### src/bertlv_pkg.sv
// Shared types and constants for the BER TLV header parser.
`default_nettype none

package bertlv_pkg;

  localparam logic [2:0] ST_OK      = 3'd0;
  localparam logic [2:0] ST_TRUNC   = 3'd1;
  localparam logic [2:0] ST_TAGLONG = 3'd2;
  localparam logic [2:0] ST_LENLONG = 3'd3;
  localparam logic [2:0] ST_OVER    = 3'd4;

  localparam logic [4:0]  TAG_ESCAPE       = 5'h1F;
  localparam logic [3:0]  TAG_LONG_COUNT   = 4'd5;
  localparam logic [6:0]  MAX_LEN_BYTES    = 7'd4;
  localparam logic [6:0]  LEN_INDEFINITE   = 7'h00;
  localparam logic [31:0] MAX_LENGTH_RESET = 32'hFFFF_FFFF;

  typedef enum logic [1:0] {
    PH_IDENT,
    PH_TAG,
    PH_LEN,
    PH_LENB
  } phase_t;

  typedef struct packed {
    logic [7:0] in_byte;
    logic       buffer_end;
  } in_word_t;

  typedef struct packed {
    logic [2:0]  status;
    logic [7:0]  identifier_octet;
    logic [20:0] tag_number;
    logic [31:0] content_length;
    logic        indefinite;
    logic [3:0]  header_size;
  } out_word_t;

  typedef struct packed {
    phase_t      phase;
    logic [20:0] tag_acc;
    logic [31:0] len_acc;
    logic [2:0]  len_left;
    logic [3:0]  byte_count;
    logic [7:0]  first_octet;
  } parse_state_t;

  localparam parse_state_t PARSE_IDLE = '{
    phase:       PH_IDENT,
    tag_acc:     21'd0,
    len_acc:     32'd0,
    len_left:    3'd0,
    byte_count:  4'd0,
    first_octet: 8'd0
  };

endpackage

`default_nettype wire

### src/bertlv_step.sv
// Next-state and result logic for one input byte of the header parser.
`default_nettype none

module bertlv_step (
  input  bertlv_pkg::parse_state_t cur,
  input  bertlv_pkg::in_word_t     word,
  input  logic [31:0]              max_length,
  output bertlv_pkg::parse_state_t nxt,
  output logic                     emit,
  output bertlv_pkg::out_word_t    res
);
  import bertlv_pkg::*;

  parse_state_t ph;
  logic [3:0]   cnt;
  logic [2:0]   status;
  logic         indef;
  logic [7:0]   b;
  logic         last;

  assign b    = word.in_byte;
  assign last = word.buffer_end;
  assign cnt  = cur.byte_count + 4'd1;

  always_comb begin
    ph            = cur;
    ph.byte_count = cnt;
    emit          = 1'b0;
    status        = ST_OK;
    indef         = 1'b0;
    unique case (cur.phase)
      PH_IDENT: begin
        ph.first_octet = b;
        if (b[4:0] == TAG_ESCAPE) begin
          ph.tag_acc = 21'd0;
          ph.phase   = PH_TAG;
        end else begin
          ph.tag_acc = {16'd0, b[4:0]};
          ph.phase   = PH_LEN;
        end
        if (last) begin
          emit   = 1'b1;
          status = ST_TRUNC;
        end
      end
      PH_TAG: begin
        // A fourth long-form tag byte is swallowed and fails the header.
        if (cnt >= TAG_LONG_COUNT) begin
          emit   = 1'b1;
          status = ST_TAGLONG;
        end else begin
          ph.tag_acc = {cur.tag_acc[13:0], b[6:0]};
          if (!b[7]) begin
            ph.phase = PH_LEN;
          end
          if (last) begin
            emit   = 1'b1;
            status = ST_TRUNC;
          end
        end
      end
      PH_LEN: begin
        if (!b[7]) begin
          ph.len_acc = {24'd0, b};
          emit       = 1'b1;
          status     = (ph.len_acc > max_length) ? ST_OVER : ST_OK;
        end else if (b[6:0] > MAX_LEN_BYTES) begin
          emit   = 1'b1;
          status = ST_LENLONG;
        end else if (b[6:0] == LEN_INDEFINITE) begin
          emit  = 1'b1;
          indef = 1'b1;
        end else begin
          ph.len_acc  = 32'd0;
          ph.len_left = b[2:0];
          ph.phase    = PH_LENB;
          if (last) begin
            emit   = 1'b1;
            status = ST_TRUNC;
          end
        end
      end
      PH_LENB: begin
        ph.len_acc  = {cur.len_acc[23:0], b};
        ph.len_left = (cur.len_left != 3'd0) ? cur.len_left - 3'd1 : 3'd0;
        if (ph.len_left == 3'd0) begin
          emit   = 1'b1;
          status = (ph.len_acc > max_length) ? ST_OVER : ST_OK;
        end else if (last) begin
          emit   = 1'b1;
          status = ST_TRUNC;
        end
      end
      default: begin
        ph = cur;
      end
    endcase
  end

  always_comb begin
    res.status           = status;
    res.identifier_octet = ph.first_octet;
    res.tag_number       = ph.tag_acc;
    res.content_length   = indef ? 32'd0 : ph.len_acc;
    res.indefinite       = indef;
    res.header_size      = cnt;
    nxt                  = emit ? PARSE_IDLE : ph;
  end

endmodule

`default_nettype wire

### src/ber_tlv_header_parser_unit.sv
// Top level of the BER TLV header parser: parse state, result register, config.
//
//   channel   direction  handshake                     word
//   item      in         item_valid / item_ready       in_word_t  (in_byte, buffer_end)
//   result    out        result_valid / result_ready   out_word_t (status .. header_size)
//   cfg       in         cfg_we (no wait)              max_length, 32 bits
//
// One input word is taken per cycle while item_ready is high; its result, if any,
// appears in the result register on the next cycle. The parse state updates in the same
// cycle a word is accepted, so throughput is set by the single result register: a new
// word is taken whenever that register is empty or being emptied. Reset is synchronous
// and returns the parser to waiting for an identifier octet with max_length at all ones.
`default_nettype none

module ber_tlv_header_parser_unit (
  input  logic                  clk,
  input  logic                  rst,
  input  logic                  item_valid,
  output logic                  item_ready,
  input  bertlv_pkg::in_word_t  item,
  output logic                  result_valid,
  input  logic                  result_ready,
  output bertlv_pkg::out_word_t result,
  input  logic                  cfg_we,
  input  logic [31:0]           cfg_wdata
);
  import bertlv_pkg::*;

  parse_state_t st;
  parse_state_t st_next;
  logic         step_emit;
  out_word_t    step_res;
  logic [31:0]  max_length;
  logic         accept;

  assign item_ready = !result_valid || result_ready;
  assign accept     = item_valid && item_ready;

  bertlv_step u_step (
    .cur        (st),
    .word       (item),
    .max_length (max_length),
    .nxt        (st_next),
    .emit       (step_emit),
    .res        (step_res)
  );

  always_ff @(posedge clk) begin
    if (rst) begin
      st           <= PARSE_IDLE;
      result_valid <= 1'b0;
      max_length   <= MAX_LENGTH_RESET;
    end else begin
      if (cfg_we) begin
        max_length <= cfg_wdata;
      end
      if (accept && step_emit) begin
        result_valid <= 1'b1;
      end else if (result_ready) begin
        result_valid <= 1'b0;
      end
      if (accept) begin
        st <= st_next;
      end
    end
  end

  always_ff @(posedge clk) begin
    if (accept && step_emit) begin
      result <= step_res;
    end
  end

  a_idle_after_result: assert property (@(posedge clk) disable iff (rst)
    accept && step_emit |=> st.phase == PH_IDENT && st.byte_count == 4'd0)
    else $error("parser did not return to idle after a result");

  a_header_size_range: assert property (@(posedge clk) disable iff (rst)
    result_valid |-> result.header_size != 4'd0 && result.header_size <= 4'd9)
    else $error("header size out of range");

  a_indef_clean: assert property (@(posedge clk) disable iff (rst)
    result_valid && result.indefinite |->
      result.content_length == 32'd0 && result.status == ST_OK)
    else $error("indefinite result carries a length or an error");

  a_lenb_pending: assert property (@(posedge clk) disable iff (rst)
    st.phase == PH_LENB |-> st.len_left != 3'd0)
    else $error("length byte phase with nothing left to read");

  a_ident_clear: assert property (@(posedge clk) disable iff (rst)
    st.phase == PH_IDENT |-> st.byte_count == 4'd0 && st.len_acc == 32'd0)
    else $error("idle state not cleared");

endmodule

`default_nettype wire
### config.mk
export PLATFORM = sky130hd
export DESIGN_NAME = ber_tlv_header_parser_unit
export DESIGN_NICKNAME = d
export VERILOG_FILES = /design/src/bertlv_pkg.sv /design/src/bertlv_step.sv /design/src/ber_tlv_header_parser_unit.sv
export SDC_FILE = /design/constraint.sdc
export NUM_CORES = 1
export LEC_CHECK = 0
export ABC_AREA = 1
export BUFFER_PORTS_ARGS = -buffer_cell sky130_fd_sc_hd__clkbuf_2
export CAP_MARGIN = 20
export CORE_MARGIN = 2
export CORE_UTILIZATION = 50
export CTS_CLUSTER_SIZE = 25
export DETAILED_ROUTE_END_ITERATION = 10
export PLACE_DENSITY = 0.79
export SYNTH_ARGS = -nofsm -noshare
export SYNTH_HDL_FRONTEND = slang
export SYNTH_SLANG_ARGS = --single-unit
### constraint.sdc
create_clock -name clk -period 2.9 [get_ports clk]
set_clock_uncertainty 0.1 [all_clocks]
set_input_delay 0.58 -clock clk [delete_from_list [all_inputs] [get_ports clk]]
set_output_delay 0.58 -clock clk [all_outputs]
set_load 0.05 [all_outputs]
; Word-level counts from Yosys, hierarchy flattened
; Index checks and enable logic that the tools add are counted.
[word_totals]
regBits = 172
inputBits = 46
output_inout_bits = 71
wordCells = 80
[op_classes]
addsub = 2
magnitude_cmp = 4
n_eq_ne = 9
n_mux = 38
n_reduce_logical = 13
[ops]
columns = cell, count
row1 = 35-bit two-way mux, 2
row2 = 70-bit two-way mux, 1
row3 = 35-bit case mux with 2 select lines, 1
row4 = 23-bit two-way mux, 2
row5 = 21-bit case mux with 2 select lines, 1
row6 = 32-bit > comparator, 1
row7 = 8-bit by 32-bit > comparator with 1-bit output, 1
row8 = 32-bit two-way mux, 1
row9 = 3-bit two-way mux, 8
row10 = 3-bit inequality test (second input constant), 5
row11 = 1-bit two-way mux, 14
row12 = 3-bit case mux with 4 select lines, 1
row13 = 2-bit two-way mux, 4
row14 = 8-bit two-way mux, 1
row15 = 7-bit by 3-bit > comparator with 1-bit output (second input constant), 1
row16 = 7-bit logical NOT, 1
row17 = 7-bit AND reduction, 1
row18 = 2-bit case mux with 3 select lines, 1
row19 = 3-bit nonzero test, 2
row20 = 5-bit == test (second input constant), 1
row21 = 5-bit AND reduction, 1
row22 = 4-bit by 1-bit adder with 4-bit output (second input constant), 1
row23 = 2-bit == test (second input constant), 2
row24 = 4-bit by 3-bit greater-or-equal comparator with 1-bit output (second input constant), 1
row25 = 10 further kinds, 11

; Longest topological paths before layout
[depth]
depth_word = 7
mapped_depth = 15

; Cells and area by module
; Synthesis repeated with hierarchy kept, for this count alone.
[unflattened]
cells_unflattened = 1340
area_unflattened_um2 = 9710.6
[modules_own_cells]
columns = module, instances, cells_per_inst, area_per_inst_um2, seq_area_each_um2
row1 = ber_tlv_header_parser_unit, 1, 678, 6371.1, 4134.0
row2 = bertlv_step, 1, 662, 3339.5, 0.0

; Worst setup path after synthesis
; OpenSTA, ideal clock, no wires.
[synth_timing]
path_kind = input port to flip-flop
start = input port result_ready
end = register result[0] in the netlist's numbering, enable pin
setup_time_ns = 0.423
t_arrival_ns = 2.825
t_required_ns = 2.377
setup_slack_ns = -0.448
path_stages = 6
path_buffers = 0
cell_sequence = inv_1 nand2_1 nand2_1 inv_1 nand2_1 inv_1
[synth_between]
elab_chain_len = 3
[synth_lines]
columns = item, line_no
row1 = start: declaration, ber_tlv_header_parser_unit.sv:22  ; input logic result_ready,
row2 = 1-bit logical OR, ber_tlv_header_parser_unit.sv:36  ; assign item_ready = !result_valid || result_ready;
row3 = named net item_ready, ber_tlv_header_parser_unit.sv:19  ; output logic item_ready,
row4 = 1-bit logical AND, ber_tlv_header_parser_unit.sv:37  ; assign accept = item_valid && item_ready;
row5 = 1-bit logical AND, ber_tlv_header_parser_unit.sv:69  ; if (accept && step_emit) begin
row6 = end signal: assignment, ber_tlv_header_parser_unit.sv:70  ; result <= step_res;
row7 = end: declaration, ber_tlv_header_parser_unit.sv:23  ; output bertlv_pkg::out_word_t result,
; The timed path passes the listed nets, and every way through them passes these cells.
; A chain may end at the register's enable or synchronous reset.

==> key figures <==
Run status
  • Status: finished clean

Worst hold path
  • Hold Crit Class: in2reg

Final layout
  • Area taken by flip-flops and latches: 4140 um2
  • Nets@finish: approximately 1100
  • Area grow syn2layout: 17.6%
  • ANT cells: 0
  • Non-filler cells, final: 1269
  • Fillers: approximately 1400
  • Core Util, Final: between 60 and 70%
  • Area of the multi-input gates: 3140 um2
  • Layout cells sized above 1: between 15 and 20%

Yosys
  • Mapped Area: 7860 um2
  • Yosys cell types: 35
  • Part of the Yosys area used for sequential elements: 52.6%
  • Simple-Gate Fraction of Synth Area: 17.8%
  • Post-synth EDFFs: 69
  • Adder-Cell Fraction of Synth Area: 6.05%
  • Compound-cell area share of the yosys netlist: 15.8%
  • Async S/R FF share, synth: 0%
  • Syn Area/Cell: 8.34 um2
  • Gate count of the mapped netlist: 942
  • Multiplexer share of the synthesized area: 0%
  • Post-Syn Nets: 1026
  • Top FF cell, synth: dfxtp_1
  • Syn. warnings: 0
  • Synth Area in XOR/XNOR: less than 1%
  • Seq cells post-synth: roughly 170
  • Largest family of logic cells by synthesized area: simple AND/OR/NAND/NOR gates

Detailed routing
  • Routed via count: 6749
  • Final ANT Viol Nets: 0
  • Routed WL: 18.9 mm
  • DRC: 0
  • 1st-iter DRT viols: around 680
  • Drt pass-1 iters: 8
  • WL/cell: 14.9 um
  • Number of vias per cell: 5.32

Die
  • Initial Utilization: 51.5%
  • FP Rows: 45
  • Io pins: around 120
  • Die Wd: 129 um
  • Core area: between 15000 and 20000 um2
  • Height of the chip: ~130 um
  • Die area: 16700 um2

GRT
  • Antenna violations before repair: 0
  • First-pass GRT wire length: 30.4 mm
  • Grt ovf: 0
  • Largest net degree at the start of global routing: between 100 and 150
  • Vias in the first global route: between 6000 and 7000
  • GRT Overall Usage: 23.2%

Clocking
  • CTS Sinks: ~170
  • Hold-fix buffers at CTS: 0
  • H-tree lvl count: 4
  • Deepest clock path buffer count: 2
  • Num CTS Buffers: 17
  • Resize count post-CTS: 0
  • Clk root buf: clkbuf_16
  • CTS tree: done
  • Worst-Skew Late Latency: 0.43 ns
  • Post-CTS setup buffer count: 0
  • Clock Pin Slew Worst Setup and Hold Paths: 0.07 ns

Power
  • Leak: 3.95 nW
  • Worst vdd ir: 0.411 mV
  • Clock power share: 39.2%
  • Sw frac: about 29%
  • Pint: approximately 0.004 W
  • Seq pwr share: 48.2%
  • Logic pwr share: 12.7%
  • PD cells: 598 nW/um2
  • Sw power: 0.00158 W

STA
  • Post-route clock period utilization: 85.0%
  • Final setup fails: 0
  • FMAX: around 400 MHz
  • RSZ-0062 raised after global routing: false
  • Fin. max-slew vios: 0
  • Fin. Hold Viols: 0
  • Final min period: 2.47 ns
  • Relative slew slack: 35.3%
  • TNS Setup: 0 ns
  • Slew of the pin with the lowest slew margin: slightly below 1 ns

Critical path
  • Worst-path maximum fanout: 23
  • Worst path slowest cell: dfxtp_1
  • Buf/Inv on CP: 4
  • Critical path's top delay family: buffers and inverters
  • Startpoint types: flip-flop
  • Worst Setup End Kind: flip-flop
  • Crit Path Category: reg2reg
  • Data arrival time of the worst path: ~2.6 ns
  • CP required: 2.98 ns
  • CP Cell Sequence: inv_1 > ha_1 > nand3_1 > nand2_1 > clkinv_1 > nand2_1 > nand3_1 > nand3_1 > nand2_1 > nand2_2 > nand2_2 > clkinvlp_4 > buf_12
  • Max incr delay on CP: between 0.3 and 0.4 ns

Placement
  • Port bufs: 116
  • Routability congestion estimate: 0.986
  • Placed cell count: 1237
  • Dpl hpwl: 13.3 mm

Run
  • Max cap viols: 0
==> power groups by stage <==
stage                     logic, W  clock network, W  registers (W)
final                     0.000700           0.00216        0.00266
after global routing      0.000757           0.00229        0.00267
after CTS                 0.000698           0.00218        0.00266
after detailed placement  0.000693                 0        0.00271
after global placement    0.000687                 0        0.00271
after floorplan           0.000308                 0        0.00290
==> cell usage after synthesis (5+ instances only) <==
cell      number  area share, %
nand2_1      276             13
a21oi_1      142            9.0
dfxtp_1      103             26
inv_1         91            4.3
edfxtp_1      69             26
o21ai_0       63            4.0
ha_1          38            6.1
clkbuf_1      32            1.5
nor2_1        29            1.4
nand3_1       19            1.2
nand4_1       15            1.2
o21ai_1       15           0.96
buf_6          6           0.86
inv_2          6           0.29
a22o_1         5           0.56
buf_2          5           0.32
==> worst min-delay path: cells and delay by family <==
family	cells	cell delay, ns
AOI/OAI and AO/OA	2	0.10
buffers and inverters	1	0.08
==> layout by cell type, fill, tap and decap left out, types with 4 or more instances in the layout <==
cell type     n
nand2_1     273
a21oi_1     142
clkbuf_2    115
dfxtp_1     102
inv_1        90
edfxtp_1     69
o21ai_0      63
ha_1         38
nor2_1       29
nand3_1      19
clkbuf_16    17
nand4_1      15
o21ai_1      15
buf_4         8
inv_2         6
clkinvlp_4    6
buf_12        6
a22o_1        5
inv_6         5
nand2_2       4
==> per-layer routing <==
| layer | GRT usage, % | routed length [um] | part of all wire [%] | up-vias |
|---|---|---|---|---|
| met4 | 8.63 | 424 | 2.2 | 0 |
| li1 | - | - | - | 3354 |
| met2 | 35.1 | 8530 | 45 | 313 |
| met5 | 0 | 0 | 0 | - |
| met3 | 5.90 | 1550 | 8.2 | 36 |
| met1 | 32.3 | 8380 | 44 | 3046 |
==> flip-flops by register name (all words and copies together), names as in the netlist <==
name	flops
result_valid	1
st	70
result	69
max_length	32
==> stage by stage <==
stage / setup WS, ns / area, um2 / hold WS (ns) / total power, W
finish: 0.434 / 9240 / 0.258 / 0.00552
global route: 0.278 / 9240 / 0.265 / 0.00572
CTS: 0.446 / 9240 / 0.255 / 0.00554
detailed placement: 0.272 / 8670 / 0.351 / 0.00341
global placement: 0.311 / 8670 / 0.346 / 0.00340
floorplan: 0.0745 / 7870 / 0.334 / 0.00321
==> final timing paths <==
| kind | startpoint | to | slack (ns) | cells past startpoint |
|---|---|---|---|---|
| max | st[8] | result[40] | 0.43 | 13 |
| min | cfg_wdata[10] | max_length[10] | 0.26 | 3 |
| max reg2reg | st[8] | result[40] | 0.43 | 13 |
| min reg2reg | max_length[0] | max_length[0] | 0.36 | 2 |
==> cell type report <==
type / instances / area share [%]
Sequential cell: 172 / 44.7
Multi-Input combinational cell: 626 / 34.0
Timing Repair Buffer: 130 / 8.23
Clock buffer: 18 / 4.75
Inverter: 98 / 4.02
Tap cell: 211 / 2.86
Clock inverter: 14 / 1.39
==> cell families after synthesis <==
family / after synthesis
and+or+nand+nor: 349
AOI/OAI and AO/OA: 238
DFF: 172
buffers and inverters: 144
adders and majority gates: 38
xor gates and xnor gates: 1
Power figures use the tool's default switching activity.
